==> src/hdl/cal_pkg.sv <==
// Shared constants, types and the arctangent table of the arc length unit.
// Depends on nothing; all other files but the defines header use it.
`default_nettype none
package cal_pkg;

    localparam int TOL_W         = 16;
    localparam int LEN_W         = 35;
    localparam int ANG_FRAC      = 28;
    localparam int SQRT_STAGES   = 32;
    localparam int CORDIC_ITERS  = 24;
    localparam int CX_W          = 36;
    localparam int MQ_DEPTH      = 4;
    localparam int MQ_AW         = 2;
    localparam int OQ_DEPTH      = 2;
    localparam int OQ_AW         = 1;
    localparam int BACK_LAST     = 2 * SQRT_STAGES + CORDIC_ITERS + 10;

    localparam logic [28:0]      HALF_PI_Q = 29'd421657428;
    localparam logic [30:0]      TWO_PI_Q  = 31'd1686629712;
    localparam logic [LEN_W-1:0] LEN_MAX   = {LEN_W{1'b1}};
    localparam logic [63:0]      LEN_RND   = 64'd1 << (ANG_FRAC - 1);

    typedef struct packed {
        logic               cmd;
        logic               ccw;
        logic               full;
        logic [31:0]        adx;
        logic [31:0]        ady;
        logic signed [31:0] oi;
        logic signed [31:0] oj;
        logic signed [33:0] cb;
        logic signed [33:0] cd;
        logic [31:0]        rmag;
        logic               rneg;
    } t_move;

    typedef struct packed {
        logic        cmd;
        logic        full;
        logic        long_arc;
        logic [31:0] adx;
        logic [31:0] ady;
        logic [31:0] rmag;
    } t_sa;

    typedef struct packed {
        logic        full;
        logic        long_arc;
        logic        too_small;
        logic        zero;
        logic [31:0] rad;
    } t_sb;

    typedef struct packed {
        logic [LEN_W-1:0] len;
        logic             full;
        logic             too_small;
    } t_res;

    function automatic logic [31:0] atan_q28(input logic [4:0] idx);
        logic [31:0] v;
        case (idx)
            5'd0:  v = 32'd210828714;
            5'd1:  v = 32'd124459457;
            5'd2:  v = 32'd65760959;
            5'd3:  v = 32'd33381290;
            5'd4:  v = 32'd16755422;
            5'd5:  v = 32'd8385879;
            5'd6:  v = 32'd4193963;
            5'd7:  v = 32'd2097109;
            5'd8:  v = 32'd1048571;
            5'd9:  v = 32'd524287;
            5'd10: v = 32'd262144;
            5'd11: v = 32'd131072;
            5'd12: v = 32'd65536;
            5'd13: v = 32'd32768;
            5'd14: v = 32'd16384;
            5'd15: v = 32'd8192;
            5'd16: v = 32'd4096;
            5'd17: v = 32'd2048;
            5'd18: v = 32'd1024;
            5'd19: v = 32'd512;
            5'd20: v = 32'd256;
            5'd21: v = 32'd128;
            5'd22: v = 32'd64;
            5'd23: v = 32'd32;
            5'd24: v = 32'd16;
            5'd25: v = 32'd8;
            5'd26: v = 32'd4;
            5'd27: v = 32'd2;
            5'd28: v = 32'd1;
            default: v = 32'd0;
        endcase
        return v;
    endfunction

endpackage
`default_nettype wire

==> src/hdl/cal_front.sv <==
// Front end: tolerance register, move classification and the move queue.
// Depends on cal_pkg.
`default_nettype none
module cal_front (
    input  logic                       i_clk,
    input  logic                       i_rst_n,
    input  logic                       i_cfg_valid,
    output logic                       o_cfg_ready,
    input  logic [cal_pkg::TOL_W-1:0]  i_cfg_data,
    input  logic                       i_push,
    output logic                       o_full,
    input  logic                       i_cmd,
    input  logic signed [31:0]         i_start_x,
    input  logic signed [31:0]         i_start_y,
    input  logic signed [31:0]         i_end_x,
    input  logic signed [31:0]         i_end_y,
    input  logic signed [31:0]         i_offset_i,
    input  logic signed [31:0]         i_offset_j,
    input  logic signed [31:0]         i_radius_signed,
    input  logic                       i_counterclockwise,
    input  logic                       i_pop,
    output logic                       o_avail,
    output cal_pkg::t_move             o_head
);
    import cal_pkg::*;

    logic [TOL_W-1:0]  r_tol;
    t_move             r_mq [MQ_DEPTH];
    logic [MQ_AW-1:0]  r_wp, r_rp;
    logic [MQ_AW:0]    r_cnt, n_cnt;
    logic signed [32:0] dx, dy, nr;
    logic              wr, rd;
    t_move             ent;

    assign o_cfg_ready = 1'b1;

    always_comb begin
        dx = 33'(i_end_x) - 33'(i_start_x);
        dy = 33'(i_end_y) - 33'(i_start_y);
        nr = 33'sd0 - 33'(i_radius_signed);
        ent.cmd  = i_cmd;
        ent.ccw  = i_counterclockwise;
        ent.adx  = dx[32] ? 32'(33'sd0 - dx) : dx[31:0];
        ent.ady  = dy[32] ? 32'(33'sd0 - dy) : dy[31:0];
        ent.full = (ent.adx <= 32'(r_tol)) && (ent.ady <= 32'(r_tol));
        ent.oi   = i_offset_i;
        ent.oj   = i_offset_j;
        ent.cb   = 34'(dy) - 34'(i_offset_j);
        ent.cd   = 34'(dx) - 34'(i_offset_i);
        ent.rmag = i_radius_signed[31] ? nr[31:0] : i_radius_signed[31:0];
        ent.rneg = i_radius_signed[31];
    end

    assign o_full  = (r_cnt == (MQ_AW+1)'(MQ_DEPTH));
    assign o_avail = (r_cnt != '0);
    assign o_head  = r_mq[r_rp];
    assign wr      = i_push && !o_full;
    assign rd      = i_pop && o_avail;

    always_comb begin
        n_cnt = r_cnt;
        if (wr && !rd) begin
            n_cnt = r_cnt + 1'b1;
        end else if (rd && !wr) begin
            n_cnt = r_cnt - 1'b1;
        end
    end

    always_ff @(posedge i_clk) begin
        if (!i_rst_n) begin
            r_tol <= '0;
            r_wp  <= '0;
            r_rp  <= '0;
            r_cnt <= '0;
        end else begin
            if (i_cfg_valid) begin
                r_tol <= i_cfg_data;
            end
            if (wr) begin
                r_wp <= r_wp + 1'b1;
            end
            if (rd) begin
                r_rp <= r_rp + 1'b1;
            end
            r_cnt <= n_cnt;
        end
    end

    always_ff @(posedge i_clk) begin
        if (wr) begin
            r_mq[r_wp] <= ent;
        end
    end

endmodule
`default_nettype wire

==> config.mk <==
export PLATFORM = sky130hd
export DESIGN_NAME = cal_front
export DESIGN_NICKNAME = d
export VERILOG_FILES = /design/src/hdl/cal_pkg.sv /design/src/hdl/cal_front.sv
export SDC_FILE = /design/constraint.sdc
export NUM_CORES = 1
export LEC_CHECK = 0
export ABC_AREA = 1
export ABC_CLOCK_PERIOD_IN_PS = 15000
export BUFFER_PORTS_ARGS = -buffer_cell sky130_fd_sc_hd__buf_4
export CAP_MARGIN = 15
export CORE_ASPECT_RATIO = 0.5
export CORE_MARGIN = 2
export CORE_UTILIZATION = 29
export CTS_CLUSTER_SIZE = 24
export DETAILED_ROUTE_END_ITERATION = 6
export GPL_TIMING_DRIVEN = 0
export PLACE_DENSITY_LB_ADDON = 0.08
export SYNTH_ARGS = -nofsm -noshare
export SYNTH_HDL_FRONTEND = slang
export SYNTH_SLANG_ARGS = --single-unit
==> constraint.sdc <==
create_clock -name i_clk -period 15 [get_ports i_clk]
set_input_delay 1.5 -clock i_clk [delete_from_list [all_inputs] [get_ports i_clk]]
set_output_delay 1.5 -clock i_clk [all_outputs]
set_load 0.02 [all_outputs]
[Word-level counts from Yosys, hierarchy flattened]
Memories as Yosys holds them, arrays and structs flattened. A register that Yosys moved wholly into a read port is not among the register bits.
Cells that the tools add are included.
W data, S select, Z words.
Storage, ports and cells
  register bits: 23
  memory bits (writable): 928
  bits of input ports: 247
  output and inout port bits: 235
  word-level logic and storage cells: 38
  memories: 1
Operators by class
  add/sub/neg operators: 11
  $lt $le $gt $ge: 2
  equality and inequality tests: 1
  mux-type cells: 9
  reduce and logical (&&, ||, !) cells: 10
Memory list
  r_mq: depth 4, bits a word 232, rd ports 1, clocked after Yosys merged registers in 1, write ports 1, RTL line cal_front.sv:28  | t_move r_mq [MQ_DEPTH];
Operator list (count)
  $mux W32: 3
  $sub A1 B32 Y32 const A: 3
  $sub A33 B32 Y34: 2
  $sub A32 B32 Y33: 2
  $le A32 B16 Y1: 2
  $mux W3: 2
  $logic_and A1 B1 Y1: 5
  $add A2 B1 Y2 const B: 2
  $mux W2: 2
  $add A3 B1 Y3 const B: 1
  $eq A3 B3 Y1 const B: 1
  $logic_not A1 Y1: 3
  $reduce_bool A3 Y1: 1
  $sub A3 B1 Y3 const B: 1
  $mux W1: 2
  $reduce_bool A2 Y1: 1

[Depth between registers and ports, before layout]
  word-level depth: 7
  gate-level depth with buffers: 36

[Worst setup path before layout]
No wires, ideal clock.
  path kind: input -> register
  start: in i_push
  end: mem r_mq[0][0] (netlist name), enable pin
  setup time: 0.829 ns
  arrival: 11.451 ns
  required time: 14.171 ns
  path slack: 2.721 ns
  stages on the path: 4
  buffers on the path: 0
  cell sequence: inv_1 -> nor2_1 -> inv_1 -> nor2_1
Between the ends
  longest elaborated chain between the ends: 3
Ends and longest elaborated chain
  start: declaration: RTL line cal_front.sv:10  | input logic i_push,
  $logic_and A1 B1 Y1: RTL line cal_front.sv:57  | assign wr = i_push && !o_full;
  net wr: RTL line cal_front.sv:32  | logic wr, rd;
  $mux W1: RTL line cal_front.sv:90  | if (wr) begin
  $mux W1 (implied by the code): RTL line cal_front.sv:91  | r_mq[r_wp] <= ent;
  end: declaration: RTL line cal_front.sv:28
The timed path passes the listed nets, and every way through them passes these cells.

==> out/metrics.csv <==
stage;metric;value;unit
status;status;completed;
placement;placed_area;54950;sq um
sta;clock_skew;28.04;ps
floorplan;rows;105;
clock_tree;clk_path_buf_depth;3;
logic_synthesis;synth-edff-count;928;
detailed_routing;via_per_inst;4.792;
floorplan;start_util;29.11;%
worst_setup_path;timing.reg2reg.setup_slack;11720;ps
power_and_ir_drop;p_leak;0.02314;uW
logic_synthesis;ys.flop_type;edfxtp_1;
placement;gp_congestion;0.8427;
sta;slew_headroom;20.89;%
logic_synthesis;yosysUniqueCellTypes;49;
sta;fin_crit;6735;ps
logic_synthesis;synth_area;47580;sq um
worst_setup_path;critical_path_arrival;5240;ps
floorplan;dieArea;167500;sq um
floorplan;placeableCoreArea;163400;sq um
worst_setup_path;r2r_cells;10;
floorplan;dieHeight;290.4;um
detailed_routing;wl;175.9;mm
global_route;overflow;0;
sta;tightest_slew;1187;ps
sta;maxSlewViolCount;0;
logic_synthesis;yosys_warnings;0;
worst_setup_path;worstSetupPathType;reg -> out;
global_route;grt_pass1_wl;251.3;mm
clock_tree;cts-root-buf;clkbuf_16;
layout;drive_above_1_share;13.90;%
worst_setup_path;r2r_start;r_cnt[0];
floorplan;die_x;576.8;um
placement;io_buffer_count;480;
logic_synthesis;mappedNetlistNets;5257;
sta;setup_violations;0;
layout;design_area;58010;sq um
clock_tree;cts.clk_slew.worst_paths;60;ps
worst_setup_path;reg2reg_to;r_mq[3][41];
clock_tree;clkLatencyLatePin;690;ps
logic_synthesis;ys_seq_area_share;59.62;%
detailed_routing;drtAntennaViolNets;0;
clock_tree;cts_setup_buffers;0;
power_and_ir_drop;powerDensity;164.5;nW/um^2
sta;hold_viol;0;
detailed_routing;vias;37074;
layout;fin_nets;5884;
sta;rsz0062_at_grt;no;
logic_synthesis;avgSynthCellArea;9.839;sq um
sta;fin_setup_tns;0;ps
global_route;antenna_found_initial;13;
worst_setup_path;path_max_fanout;10;
clock_tree;cts_htree_levels;3;
global_route;grt_max_degree;27;
min_path;holdCritPathClass;reg -> reg;
detailed_routing;routedWlPerCell;22.73;um
detailed_routing;drt_iter0_drc;2776;
clock_tree;cts.sinks;953;
logic_synthesis;ys_seq_elements;953;
logic_synthesis;async_reset_ff_share;0;%
power_and_ir_drop;peakVddDrop;0.06668;mV
sta;period_share;44.90;%
job;drv_cap;0;
clock_tree;cts_tree;built;
worst_setup_path;crit_path_end_kind;primary output;
worst_setup_path;crit_path_end;o_head[198];
placement;place_hpwl;134.0;mm
worst_setup_path;required;13500;ps
detailed_routing;drt_pre_antenna_iters;6;
sta;hold_ws;485.3;ps
global_route;grtUsageTotal;20.38;%
clock_tree;post_cts_resized;0;
layout;area_growth;21.92;%
sta;timing.fmax;0.1485;GHz
clock_tree;cts_hold_buf;0;
worst_setup_path;start_kind;flop;
floorplan;io_pins;482;
clock_tree;cts_buffers;96;
global_route;grt_pass1_vias;36391;
detailed_routing;drcViolationCount;0;
logic_synthesis;synthCells;4836;
## per-layer routing
| metal | track usage (%) | vias up | wire [um] |
|---|---|---|---|
| met4 | 4.399 | 4 | 3128 |
| met1 | 27.14 | 18206 | 78560 |
| met2 | 35.03 | 756 | 86530 |
| li1 | - | 17949 | - |
| met3 | 2.994 | 159 | 7615 |
| met5 | 0 | - | 28 |
## cell families after synthesis
group | count (synthesis) | share of synthesized area (%)
other | 1 | 0.007881
AND/OR/NAND/NOR | 1833 | 15.93
flip-flops | 953 | 59.62
buffers and inverters | 737 | 5.877
XOR/XNOR | 127 | 2.338
AO/OA/AOI/OAI | 1011 | 11.57
adder cells (fa/ha/maj) | 174 | 4.654
## metrics by stage
stage	util [%]	std cells	worst slack, ps	power [uW]
floorplan	-	4836	2721	5576
global route	35.49	7736	7983	10030
global placement	33.00	7509	-8123	7407
detailed placement	33.63	7557	7842	7288
finish	35.50	7737	8265	9542
CTS	35.48	7730	7711	9689
## worst max-delay path, cell delays in order (launching register included)
cell      delay (ps)
dfxtp_1          790
clkbuf_1         720
clkbuf_1         840
clkbuf_1         810
clkbuf_1         600
nor2_1           110
o22ai_1          390
buf_4            230
## report_power, final
| part | switching (uW) | internal, uW |
|---|---|---|
| clock | 1060 | 1330 |
| combinational | 2540 | 1090 |
| sequential | 72.8 | 3450 |
## state kept, by name, summed over array words and instances (netlist names), named ones only
signal / count
r_tol: 16
r_cnt: 3
r_mq: 928
r_rp: 2
r_wp: 2
## placed cells by master (no fill, tap or decap), types with 9 or more instances in the layout
cell type	instances
clkbuf_1	176
a31oi_1	10
dfxtp_1	25
xnor2_1	35
clkinv_1	25
o22ai_1	232
buf_4	484
nand2_2	42
clkinv_2	15
nor3_1	26
clkbuf_16	96
a21oi_1	162
nor2_2	21
nor2_1	674
inv_2	13
nand4_1	43
o21bai_1	9
edfxtp_1	928
nand3_2	10
inv_1	551
xor2_1	92
nand2_1	808
buf_12	36
nand3_1	176
ha_1	169
o21a_1	11
o21ai_0	553
## how the worst min path moves through the flow
| stage | start | to | slack (ps) | cells after the start |
|---|---|---|---|---|
| after floorplan | r_rp[1] | flop | 440 | 2 |
| after global placement | r_rp[0] | r_rp[0] | 460 | 1 |
| after detailed placement | r_rp[0] | r_rp[0] | 470 | 1 |
| after CTS | r_rp[0] | r_rp[0] | 480 | 1 |
| after global routing | r_rp[0] | r_rp[0] | 510 | 1 |
| final | r_rp[0] | r_rp[0] | 490 | 1 |
## layout make-up
| class | count | area (sq um) |
|---|---|---|
| inverter | 566 | 2125 |
| multi-input combinational | 3146 | 16450 |
| tap | 2193 | 2744 |
| sequential | 953 | 28370 |
| fill | 16717 | 105400 |
| buffer | 171 | 673.1 |
| antenna | 6 | 15.01 |
| clock inverter | 54 | 523.0 |
| timing repair buffer | 529 | 4608 |
| clock buffer | 119 | 2509 |
## cell usage after synthesis (7+ instances only)
cell,n,share of area [%]
a21oi_1,162,1.7
a31oi_1,10,0.13
buf_1,7,0.055
clkbuf_1,156,1.2
dfxtp_1,25,1.1
edfxtp_1,928,59
ha_1,169,4.4
inv_1,551,4.3
inv_2,13,0.10
nand2_1,808,6.4
nand2_2,42,0.55
nand3_1,176,1.9
nand3_2,10,0.21
nand3b_1,7,0.11
nand4_1,43,0.57
nor2_1,678,5.3
nor2_2,21,0.28
nor3_1,26,0.27
nor4_1,8,0.11
o211ai_1,7,0.11
o21a_1,11,0.17
o21ai_0,553,5.8
o21bai_1,9,0.14
o22ai_1,232,3.1
xnor2_1,35,0.64
xor2_1,92,1.7
Note: power is estimated with default switching activity, not from simulation.
