==> src/hdl/cal_pkg.sv <==
// Shared constants, types and the arctangent table of the arc length unit.
// Depends on nothing; all other files but the defines header use it.
`default_nettype none
package cal_pkg;

    localparam int TOL_W         = 16;
    localparam int LEN_W         = 35;
    localparam int ANG_FRAC      = 28;
    localparam int SQRT_STAGES   = 32;
    localparam int CORDIC_ITERS  = 24;
    localparam int CX_W          = 36;
    localparam int MQ_DEPTH      = 4;
    localparam int MQ_AW         = 2;
    localparam int OQ_DEPTH      = 2;
    localparam int OQ_AW         = 1;
    localparam int BACK_LAST     = 2 * SQRT_STAGES + CORDIC_ITERS + 10;

    localparam logic [28:0]      HALF_PI_Q = 29'd421657428;
    localparam logic [30:0]      TWO_PI_Q  = 31'd1686629712;
    localparam logic [LEN_W-1:0] LEN_MAX   = {LEN_W{1'b1}};
    localparam logic [63:0]      LEN_RND   = 64'd1 << (ANG_FRAC - 1);

    typedef struct packed {
        logic               cmd;
        logic               ccw;
        logic               full;
        logic [31:0]        adx;
        logic [31:0]        ady;
        logic signed [31:0] oi;
        logic signed [31:0] oj;
        logic signed [33:0] cb;
        logic signed [33:0] cd;
        logic [31:0]        rmag;
        logic               rneg;
    } t_move;

    typedef struct packed {
        logic        cmd;
        logic        full;
        logic        long_arc;
        logic [31:0] adx;
        logic [31:0] ady;
        logic [31:0] rmag;
    } t_sa;

    typedef struct packed {
        logic        full;
        logic        long_arc;
        logic        too_small;
        logic        zero;
        logic [31:0] rad;
    } t_sb;

    typedef struct packed {
        logic [LEN_W-1:0] len;
        logic             full;
        logic             too_small;
    } t_res;

    function automatic logic [31:0] atan_q28(input logic [4:0] idx);
        logic [31:0] v;
        case (idx)
            5'd0:  v = 32'd210828714;
            5'd1:  v = 32'd124459457;
            5'd2:  v = 32'd65760959;
            5'd3:  v = 32'd33381290;
            5'd4:  v = 32'd16755422;
            5'd5:  v = 32'd8385879;
            5'd6:  v = 32'd4193963;
            5'd7:  v = 32'd2097109;
            5'd8:  v = 32'd1048571;
            5'd9:  v = 32'd524287;
            5'd10: v = 32'd262144;
            5'd11: v = 32'd131072;
            5'd12: v = 32'd65536;
            5'd13: v = 32'd32768;
            5'd14: v = 32'd16384;
            5'd15: v = 32'd8192;
            5'd16: v = 32'd4096;
            5'd17: v = 32'd2048;
            5'd18: v = 32'd1024;
            5'd19: v = 32'd512;
            5'd20: v = 32'd256;
            5'd21: v = 32'd128;
            5'd22: v = 32'd64;
            5'd23: v = 32'd32;
            5'd24: v = 32'd16;
            5'd25: v = 32'd8;
            5'd26: v = 32'd4;
            5'd27: v = 32'd2;
            5'd28: v = 32'd1;
            default: v = 32'd0;
        endcase
        return v;
    endfunction

endpackage
`default_nettype wire

==> src/hdl/cal_outq.sv <==
// Two-entry result queue between the back end and the result ports.
// Depends on cal_pkg.
`default_nettype none
module cal_outq (
    input  logic          i_clk,
    input  logic          i_rst_n,
    input  logic          i_wr,
    input  cal_pkg::t_res i_data,
    output logic          o_full,
    output logic          o_empty,
    input  logic          i_pop,
    output cal_pkg::t_res o_data
);
    import cal_pkg::*;

    t_res             r_q [OQ_DEPTH];
    logic [OQ_AW-1:0] r_wp, r_rp;
    logic [OQ_AW:0]   r_cnt, n_cnt;
    logic             wr, rd;

    assign o_full  = (r_cnt == (OQ_AW+1)'(OQ_DEPTH));
    assign o_empty = (r_cnt == '0);
    assign o_data  = r_q[r_rp];
    assign wr      = i_wr && !o_full;
    assign rd      = i_pop && !o_empty;

    always_comb begin
        n_cnt = r_cnt;
        if (wr && !rd) begin
            n_cnt = r_cnt + 1'b1;
        end else if (rd && !wr) begin
            n_cnt = r_cnt - 1'b1;
        end
    end

    always_ff @(posedge i_clk) begin
        if (!i_rst_n) begin
            r_wp  <= '0;
            r_rp  <= '0;
            r_cnt <= '0;
        end else begin
            if (wr) begin
                r_wp <= r_wp + 1'b1;
            end
            if (rd) begin
                r_rp <= r_rp + 1'b1;
            end
            r_cnt <= n_cnt;
        end
    end

    always_ff @(posedge i_clk) begin
        if (wr) begin
            r_q[r_wp] <= i_data;
        end
    end

endmodule
`default_nettype wire

==> config.mk <==
export PLATFORM = sky130hd
export DESIGN_NAME = cal_outq
export DESIGN_NICKNAME = d
export VERILOG_FILES = /design/src/hdl/cal_pkg.sv /design/src/hdl/cal_outq.sv
export SDC_FILE = /design/constraint.sdc
export NUM_CORES = 1
export LEC_CHECK = 0
export BUFFER_PORTS_ARGS = -buffer_cell sky130_fd_sc_hd__buf_4
export CAP_MARGIN = 30
export CELL_PAD_IN_SITES_DETAIL_PLACEMENT = 1
export CELL_PAD_IN_SITES_GLOBAL_PLACEMENT = 2
export CORE_MARGIN = 8
export CORE_UTILIZATION = 33
export CTS_CLUSTER_DIAMETER = 30
export DETAILED_ROUTE_END_ITERATION = 12
export PLACE_DENSITY_LB_ADDON = 0.1
export SETUP_SLACK_MARGIN = 0.15
export SYNTH_ARGS = -nofsm -noshare
export SYNTH_HDL_FRONTEND = slang
export SYNTH_SLANG_ARGS = --single-unit
export TNS_END_PERCENT = 5
==> constraint.sdc <==
create_clock -name i_clk -period 2.49 [get_ports i_clk]
set_input_delay 0.498 -clock i_clk [delete_from_list [all_inputs] [get_ports i_clk]]
set_output_delay 0.498 -clock i_clk [all_outputs]
set_load 0.01 [all_outputs]
* Word-level counts from Yosys, hierarchy flattened *
Memories as Yosys holds them, arrays and structs flattened. A register that Yosys moved wholly into a read port is not among the register bits.
Index checks and enable logic that the tools add are counted.

word-level totals
  output and inout bits = 39
  memories = 1
  input port bits = 41
  memory bits (writable) = 74
  register bits = 4

cells by class
  muxes and demuxes = 6
  add/sub/neg operators = 4
  reduce and logical (&&, ||, !) cells = 10
  eq/ne operators = 1

memories
  name  depth  width  read ports  clocked after Yosys merged registers in  wr ports  RTL line        text
  r_q   2      37     1           1                                        1         cal_outq.sv:16  t_res r_q [OQ_DEPTH];

operator list
  kind                                                                count
  1-bit logical AND                                                   4
  1-bit logical NOT                                                   4
  1-bit 2-to-1 mux                                                    4
  2-bit 2-to-1 mux                                                    2
  1-bit adder, second input constant                                  2
  2-bit by 1-bit adder with 2-bit output, second input constant       1
  2-bit equality test, second input constant                          1
  2-bit logical NOT                                                   1
  2-bit nonzero test                                                  1
  2-bit by 1-bit subtractor with 2-bit output, second input constant  1

* Longest topological paths before layout *
Gate-level depths: netlist of run 1.

  depth after elaboration = 7
  gate-level depth with buffers = 7
  depth with buffers taken out = 7

* Worst setup path after synthesis of run 1 *
Ideal clock, no wire load.

  path kind = reg2reg
  start point = reg r_cnt[0]
  end point = mem r_q[0][0] (netlist bit), enable pin
  slack = -0.018 ns
  arrival = 2.081 ns
  required time = 2.063 ns
  library setup time = 0.427 ns
  cell stages (with the launch flop) = 4
  buffers on the path = 0
  cells stage by stage = dfxtp_1 nand2b_1 inv_2 nor3_2

between the ends
  longest elaborated chain between the ends = 5

ends and longest elaborated chain
  element                                 RTL line        text
  start, declared                         cal_outq.sv:18  logic [OQ_AW:0] r_cnt, n_cnt;
  start signal, assigned                  cal_outq.sv:48  r_cnt <= n_cnt;
  2-bit equality test                     cal_outq.sv:21  assign o_full = (r_cnt == (OQ_AW+1)'(OQ_DEPTH));
  net o_full                              cal_outq.sv:9   output logic o_full,
  1-bit logical NOT                       cal_outq.sv:24  assign wr = i_wr && !o_full;
  1-bit logical AND                       cal_outq.sv:24
  1-bit 2-to-1 mux                        cal_outq.sv:53  if (wr) begin
  1-bit 2-to-1 mux (not written as such)  cal_outq.sv:54  r_q[r_wp] <= i_data;
  end, declared                           cal_outq.sv:16

The timed path passes the listed nets, and every way through them passes these cells.

==> out/qor.yml, run 1 <==
status: "complete, no violations"
grt_max_degree: 32
drtIter0Drc: 34
comb_power_share_pct: 29.9
ir_drop_v: 0.000474
grt_antenna_before_repair: 0
setup_tns_ps: 0
num_io_pins: 80
start_util_pct: 33.6
synthDistinctLibCells: 21
finClkSkew_ps: 6.53
dieArea_um2: 12000
crit_path_end_kind: "primary output"
final_cell_mix: "buf_4 (81), edfxtp_1 (74), mux2_2 (37)"
max_stage_delay_ps: 540
intPower_mw: 2.63
cts_buffers: 9
final_nets: 272
clkTransAtPathRegs_ps: 80
start_kind: "flip-flop"
tritoncts: "yes"
first_global_vias: 1776
cts-root-buf: "clkbuf_8"
fin_crit_ps: 2140
criticalPathCategory: "reg2out"
core-area_um2: 8640
cts_buffer_depth: 2
fin_total_pwr_mw: 3.67
min_path_type: "in2reg"
vias_per_cell: 4.49
power_density_nw_per_um2: 957
clkPwrFrac_pct: 22.2
clk_latency_ps: 330
drv_slew: 0
grt_setup_unrepaired: "false"
vias: 1540
ant_nets: 0
globalplace.congestion: 0.690
layoutNonFillerInstCount: 343
synth_area_um2: 2900
switchingPower_mw: 1.04
swShare_pct: 28.4
hold_buffers: 0
wl_um: 6010
grt_pass1_wl_um: 9250
crit_family: "flip-flops"
max_freq_mhz: 467
cp_data_required_time_ps: 1990
setup_viol: 0
pwr-share-seq_pct: 47.9
hpwl_um: 4440
drtPass1Iterations: 3
fin_crit_sh_pct: 85.9
ys_ff_latch: 79
worst_pin_slew_ps: 454
cp_num_buf_inv: 2
dp.cells: 327
grt_usage_pct: 10.3
nFillCells: 862
synthesis.nets: 182
cts_resized: 0
die_w_um: 110
die_h_um: 110
critPathMaxFanout: 25
max_slew_margin_pct: 69.6
cpMaxStageDelayCell: "dfxtp_2"
n_antenna_cell: 0
drcViolationCount: 0
cts_setup_buffers: 0
cts_sinks: 79
routedWlPerCell_um: 17.5
htree_levels: 3
syn_inst: 140
cp.arrival_ps: 1640
io_buffers: 79
hold_viol: 0
path_cells: "buf_12 > mux2_2 > buf_4"
syn_to_final_growth_pct: 32.3
final_common_cell: "buf_4"
rows: 34
yosysSeqAreaShare_pct: 80.1
drv_cap: 0
grt-ovfl-total: 0
drive_gt1_share_pct: 58.7
synth_area_per_cell_um2: 20.7
yosys_warnings: 0
leakagePower_nw: 1.42
-- Yosys cell counts --
| cell type | count | area, um^2 |
|---|---|---|
| a21boi_0 | 1 | 7.51 |
| a21boi_1 | 1 | 7.51 |
| and2_1 | 3 | 18.8 |
| and3_1 | 1 | 6.26 |
| buf_2 | 1 | 5.00 |
| buf_4 | 3 | 22.5 |
| dfxtp_1 | 5 | 100 |
| edfxtp_1 | 74 | 2220 |
| ha_1 | 1 | 12.5 |
| inv_1 | 1 | 3.75 |
| inv_2 | 1 | 3.75 |
| mux2_2 | 37 | 417 |
| nand2b_1 | 1 | 6.26 |
| nor2_1 | 2 | 7.51 |
| nor3_2 | 1 | 10.0 |
| o21a_1 | 1 | 7.51 |
| o21ai_0 | 1 | 5.00 |
| o21ai_1 | 1 | 5.00 |
| or3_1 | 1 | 6.26 |
| xnor2_1 | 2 | 17.5 |
| xor2_1 | 1 | 8.76 |
-- kinds of logic (layout without fill, tap and decap cells) --
| logic type | Yosys count | in the layout | share of synthesized area [%] |
|---|---|---|---|
| xor gates and xnor gates | 3 | 3 | 0.906 |
| buffers and inverters | 6 | 101 | 1.21 |
| adders and majority gates | 1 | 1 | 0.431 |
| AOI/OAI and AO/OA | 5 | 5 | 1.12 |
| muxes | 37 | 37 | 14.4 |
| DFF | 79 | 79 | 80.1 |
| and+or+nand+nor | 9 | 9 | 1.90 |
-- state kept, by name (all words and copies together) (netlist names), named ones only --
signal	flops
r_cnt	2
r_q	74
r_rp	1
r_wp	1
-- cell type report --
| class | instances | area [um^2] | area share (%) |
|---|---|---|---|
| clock buffers | 9 | 124 | 3.23 |
| well taps | 108 | 135 | 3.52 |
| flip-flops and latches | 79 | 2320 | 60.5 |
| clock inverters | 7 | 48.8 | 1.27 |
| repair buffers | 83 | 648 | 16.9 |
| inverters | 2 | 7.51 | 0.196 |
| multi-input cells | 55 | 551 | 14.3 |
-- power groups by stage --
stage,Sequential [mW],Combinational (mW),Clock (mW)
after detailed placement,1.79,1.13,0
final,1.76,1.10,0.817
after global placement,1.78,1.11,0
after CTS,1.76,1.14,0.851
after floorplan,1.74,0.626,0
after global routing,1.78,1.19,0.895
-- metal layers --
layer	global-route usage (%)	vias up	routed length (um)
li1	-	723	-
met1	10.3	769	2190
met2	19.2	41	3360
met3	3.99	7	402
met4	3.47	0	61
met5	0	-	0
-- path summary, 6_finish.rpt --
path,from,slack (ps),endpoint,cells after the start
setup / recovery,flip-flop,350,o_data[19],3
hold reg to reg,r_cnt[1]$_SDFFE_PN0P_,530,r_cnt[1]$_SDFFE_PN0P_,2
setup reg to reg,r_cnt[0]$_SDFFE_PN0P_,850,r_q[0][15]$_DFFE_PP_,4
hold / removal,i_data[23],340,r_q[1][23]$_DFFE_PP_,1
-- metrics by stage --
| stage | cell area, um^2 | util (%) | hold WS, ps | setup slack [ps] |
|---|---|---|---|---|
| 6_report | 3840 | 44.4 | 344 | 350 |
| 5_1_grt | 3840 | 44.4 | 320 | 254 |
| 4_1_cts | 3840 | 44.4 | 327 | 306 |
| 3_5_place_dp | 3660 | 42.4 | 533 | 684 |
| 3_3_place_gp | 3660 | 42.4 | 503 | 722 |
| 2_1_floorplan | 2910 | - | 483 | 549 |
Power figures use the tool's default switching activity.
==> inputs of run 2 (changes only) <==
Settings changed: ABC_AREA from default to 1, CORE_UTILIZATION 33 to 34.
==> out/qor.yml, run 2 <==
status: "complete, no violations"
grt_max_degree: 38  # +19%
nFillCells: 858  # -0.46%
ir_drop_v: 0.000403  # -15%
r2r_end: "r_cnt[1]$_SDFFE_PN0P_"
place_area_um2: 3780  # +3.1%
start_kind: "flip-flop"
synthFlopType: "edfxtp_1"
grt-ovfl-total: 0  # unchanged
cts_buffer_depth: 2  # unchanged
cts_setup_buffers: 0  # unchanged
die_h_um: 111  # +1.1%
cp.arrival_ps: 1560  # -80 ps
synth_area_um2: 3070  # +5.8%
clk_latency_ps: 330  # about the same
top_regs: "r_q x74, r_cnt x2"
rows: 34  # unchanged
multi_input_area_um2: 656  # +19%
hp-start: "i_data[36]"
vias: 1568  # +1.8%
leakagePower_nw: 1.58  # +12%
syn_to_final_growth_pct: 30.3
num_io_pins: 80  # unchanged
worst_pin_slew_ps: 525  # +71.5 ps
finClkSkew_ps: 11.1  # +4.58 ps
ys_ff_latch: 79  # unchanged
fin_total_pwr_mw: 3.86  # +5.1%
drtPass1Iterations: 3  # unchanged
hpwl_um: 4050  # -8.7%
dieArea_um2: 12300  # +2.3%
synthArstFlopShare_pct: 0  # unchanged
fin_crit_ps: 2060  # -83.4 ps
drv_cap: 0  # unchanged
synth_commonest_cells: "edfxtp_1 (74), mux2_4 (30), nor2_1 (11)"
syn_inst: 153  # +9.3%
synth_area_leaders: "edfxtp_1 (72%), mux2_4 (15%), dfxtp_1 (3.3%), mux2_2 (2.6%), buf_12 (2.0%)"
globalplace.congestion: 0.641  # -7.1%
synth_area_per_cell_um2: 20.1  # -3.2%
cts_sinks: 79  # unchanged
clkTransAtPathRegs_ps: 80  # about the same
regMostFlops: "r_q"
final_common_cell: "buf_4"
hold-worst-slack_ps: 344  # -0.542 ps
synth_area_leader_cell: "edfxtp_1"
yosysTopAreaCellShare_pct: 72.4  # -4.2 points
register_area_um2: 2320  # unchanged
grt_pass1_wl_um: 8960  # -3.1%
max_slew_margin_pct: 65.0  # -4.7 points
crit_path_end_kind: "primary output"
synthDistinctLibCells: 15  # -29%
setup_viol: 0  # unchanged
final_area_um2: 4000  # +4.2%
final_cell_mix: "buf_4 (84), edfxtp_1 (74), mux2_4 (30)"
cp_data_required_time_ps: 1990  # about the same
setup_tns_ps: 0  # unchanged
die_w_um: 111  # +1.1%
power_density_nw_per_um2: 965  # +0.84%
synth-edff-count: 74  # unchanged
vias_per_cell: 4.39  # -2.2%
drcViolationCount: 0  # unchanged
criticalPathCategory: "reg2out"
critPathMaxFanout: 23  # -8.0%
ff2ff_path_depth: 9  # +5
htree_levels: 3  # unchanged
synth_most_common_cell: "edfxtp_1"
cts_buffers: 9  # unchanged
min_path_type: "in2reg"
drive_gt1_share_pct: 56.6  # -2.1 points
wl_um: 5660  # -5.8%
holdPathEnd: "r_q[1][36]$_DFFE_PP_"
routedWlPerCell_um: 15.9  # -9.5%
fin_crit_sh_pct: 82.6  # -3.4 points
io_buffers: 79  # unchanged
grt_setup_unrepaired: "false"
whs_path_depth: 1  # unchanged
max_freq_mhz: 486  # +4.1%
final_nets: 286  # +5.1%
r2r_start: "r_cnt[1]$_SDFFE_PN0P_"
grt_usage_pct: 9.26  # -1.1 points
largest_register_ff_count: 74  # unchanged
rrSetupSlack_ps: 910  # +60 ps
start_util_pct: 35.2  # +1.6 points
cts_resized: 0  # unchanged
synthesis.nets: 195  # +7.1%
tritoncts: "yes"
grt_antenna_before_repair: 0  # unchanged
final_core_util_pct: 45.9  # +1.4 points
yosys_warnings: 0  # unchanged
drtIter0Drc: 40  # +18%
cts-root-buf: "clkbuf_8"
first_global_vias: 1767  # -0.51%
drv_slew: 0  # unchanged
n_antenna_cell: 0  # unchanged
ant_nets: 0  # unchanged
yosysSeqAreaShare_pct: 75.7  # -4.4 points
hold_buffers: 0  # unchanged
core-area_um2: 8720  # +0.99%
hold_viol: 0  # unchanged
==> run 2: report_power, final <==
part,internal [mW],switching [mW]
logic,0.586,0.524
clock network,0.568,0.445
registers,1.68,0.0573
total,2.83,1.03
==> run 2: cells by family after synthesis <==
family                   share of synthesized area (%)
flip-flops                                        75.7
buffers and inverters                             3.43
adder cells (fa/ha/maj)                          0.408
AO/OA/AOI/OAI                                    0.775
multiplexers                                      17.3
AND/OR/NAND/NOR                                   2.45
==> run 2: worst max path at each step <==
stage,from,end,slack [ps],cells after the start
finish,flip-flop,o_data[35],430,3
global route,flip-flop,o_data[35],350,3
CTS,flip-flop,o_data[35],390,3
detailed placement,flip-flop,o_data[35],770,3
global placement,flip-flop,o_data[21],770,3
floorplan,i_wr,r_q[1][0]$_DFFE_PP_,-70,2
==> run 2: worst max-delay path: stages (launching register included) <==
cell and delay, ps:
dfxtp_2 330, buf_4 370, mux2_2 390, buf_4 140
==> run 2: per-stage QoR <==
step | setup slack, ps | std cells
floorplan | -66.8 | 153
global placement | 773 | 341
detailed placement | 766 | 341
CTS | 388 | 357
global route | 350 | 357
finish | 434 | 357
==> run 2: final cells by class <==
class                           instances  area share, %
Tap cell                              108           3.38
Clock inverter                          7           2.41
Inverter                                9          0.845
Sequential cell                        79           58.1
Timing Repair Buffer                   84           15.8
Clock buffer                            9           3.10
Multi-Input combinational cell         61           16.4
==> run 2: layer usage <==
metal	share of wire [%]	up-vias	routed length [um]	global-route usage [%]
li1	-	754	-	-
met1	42	760	2350	9.96
met2	51	49	2900	16.1
met3	6.3	5	358	3.19
met4	0.94	0	53	4.05
met5	0	-	0	0
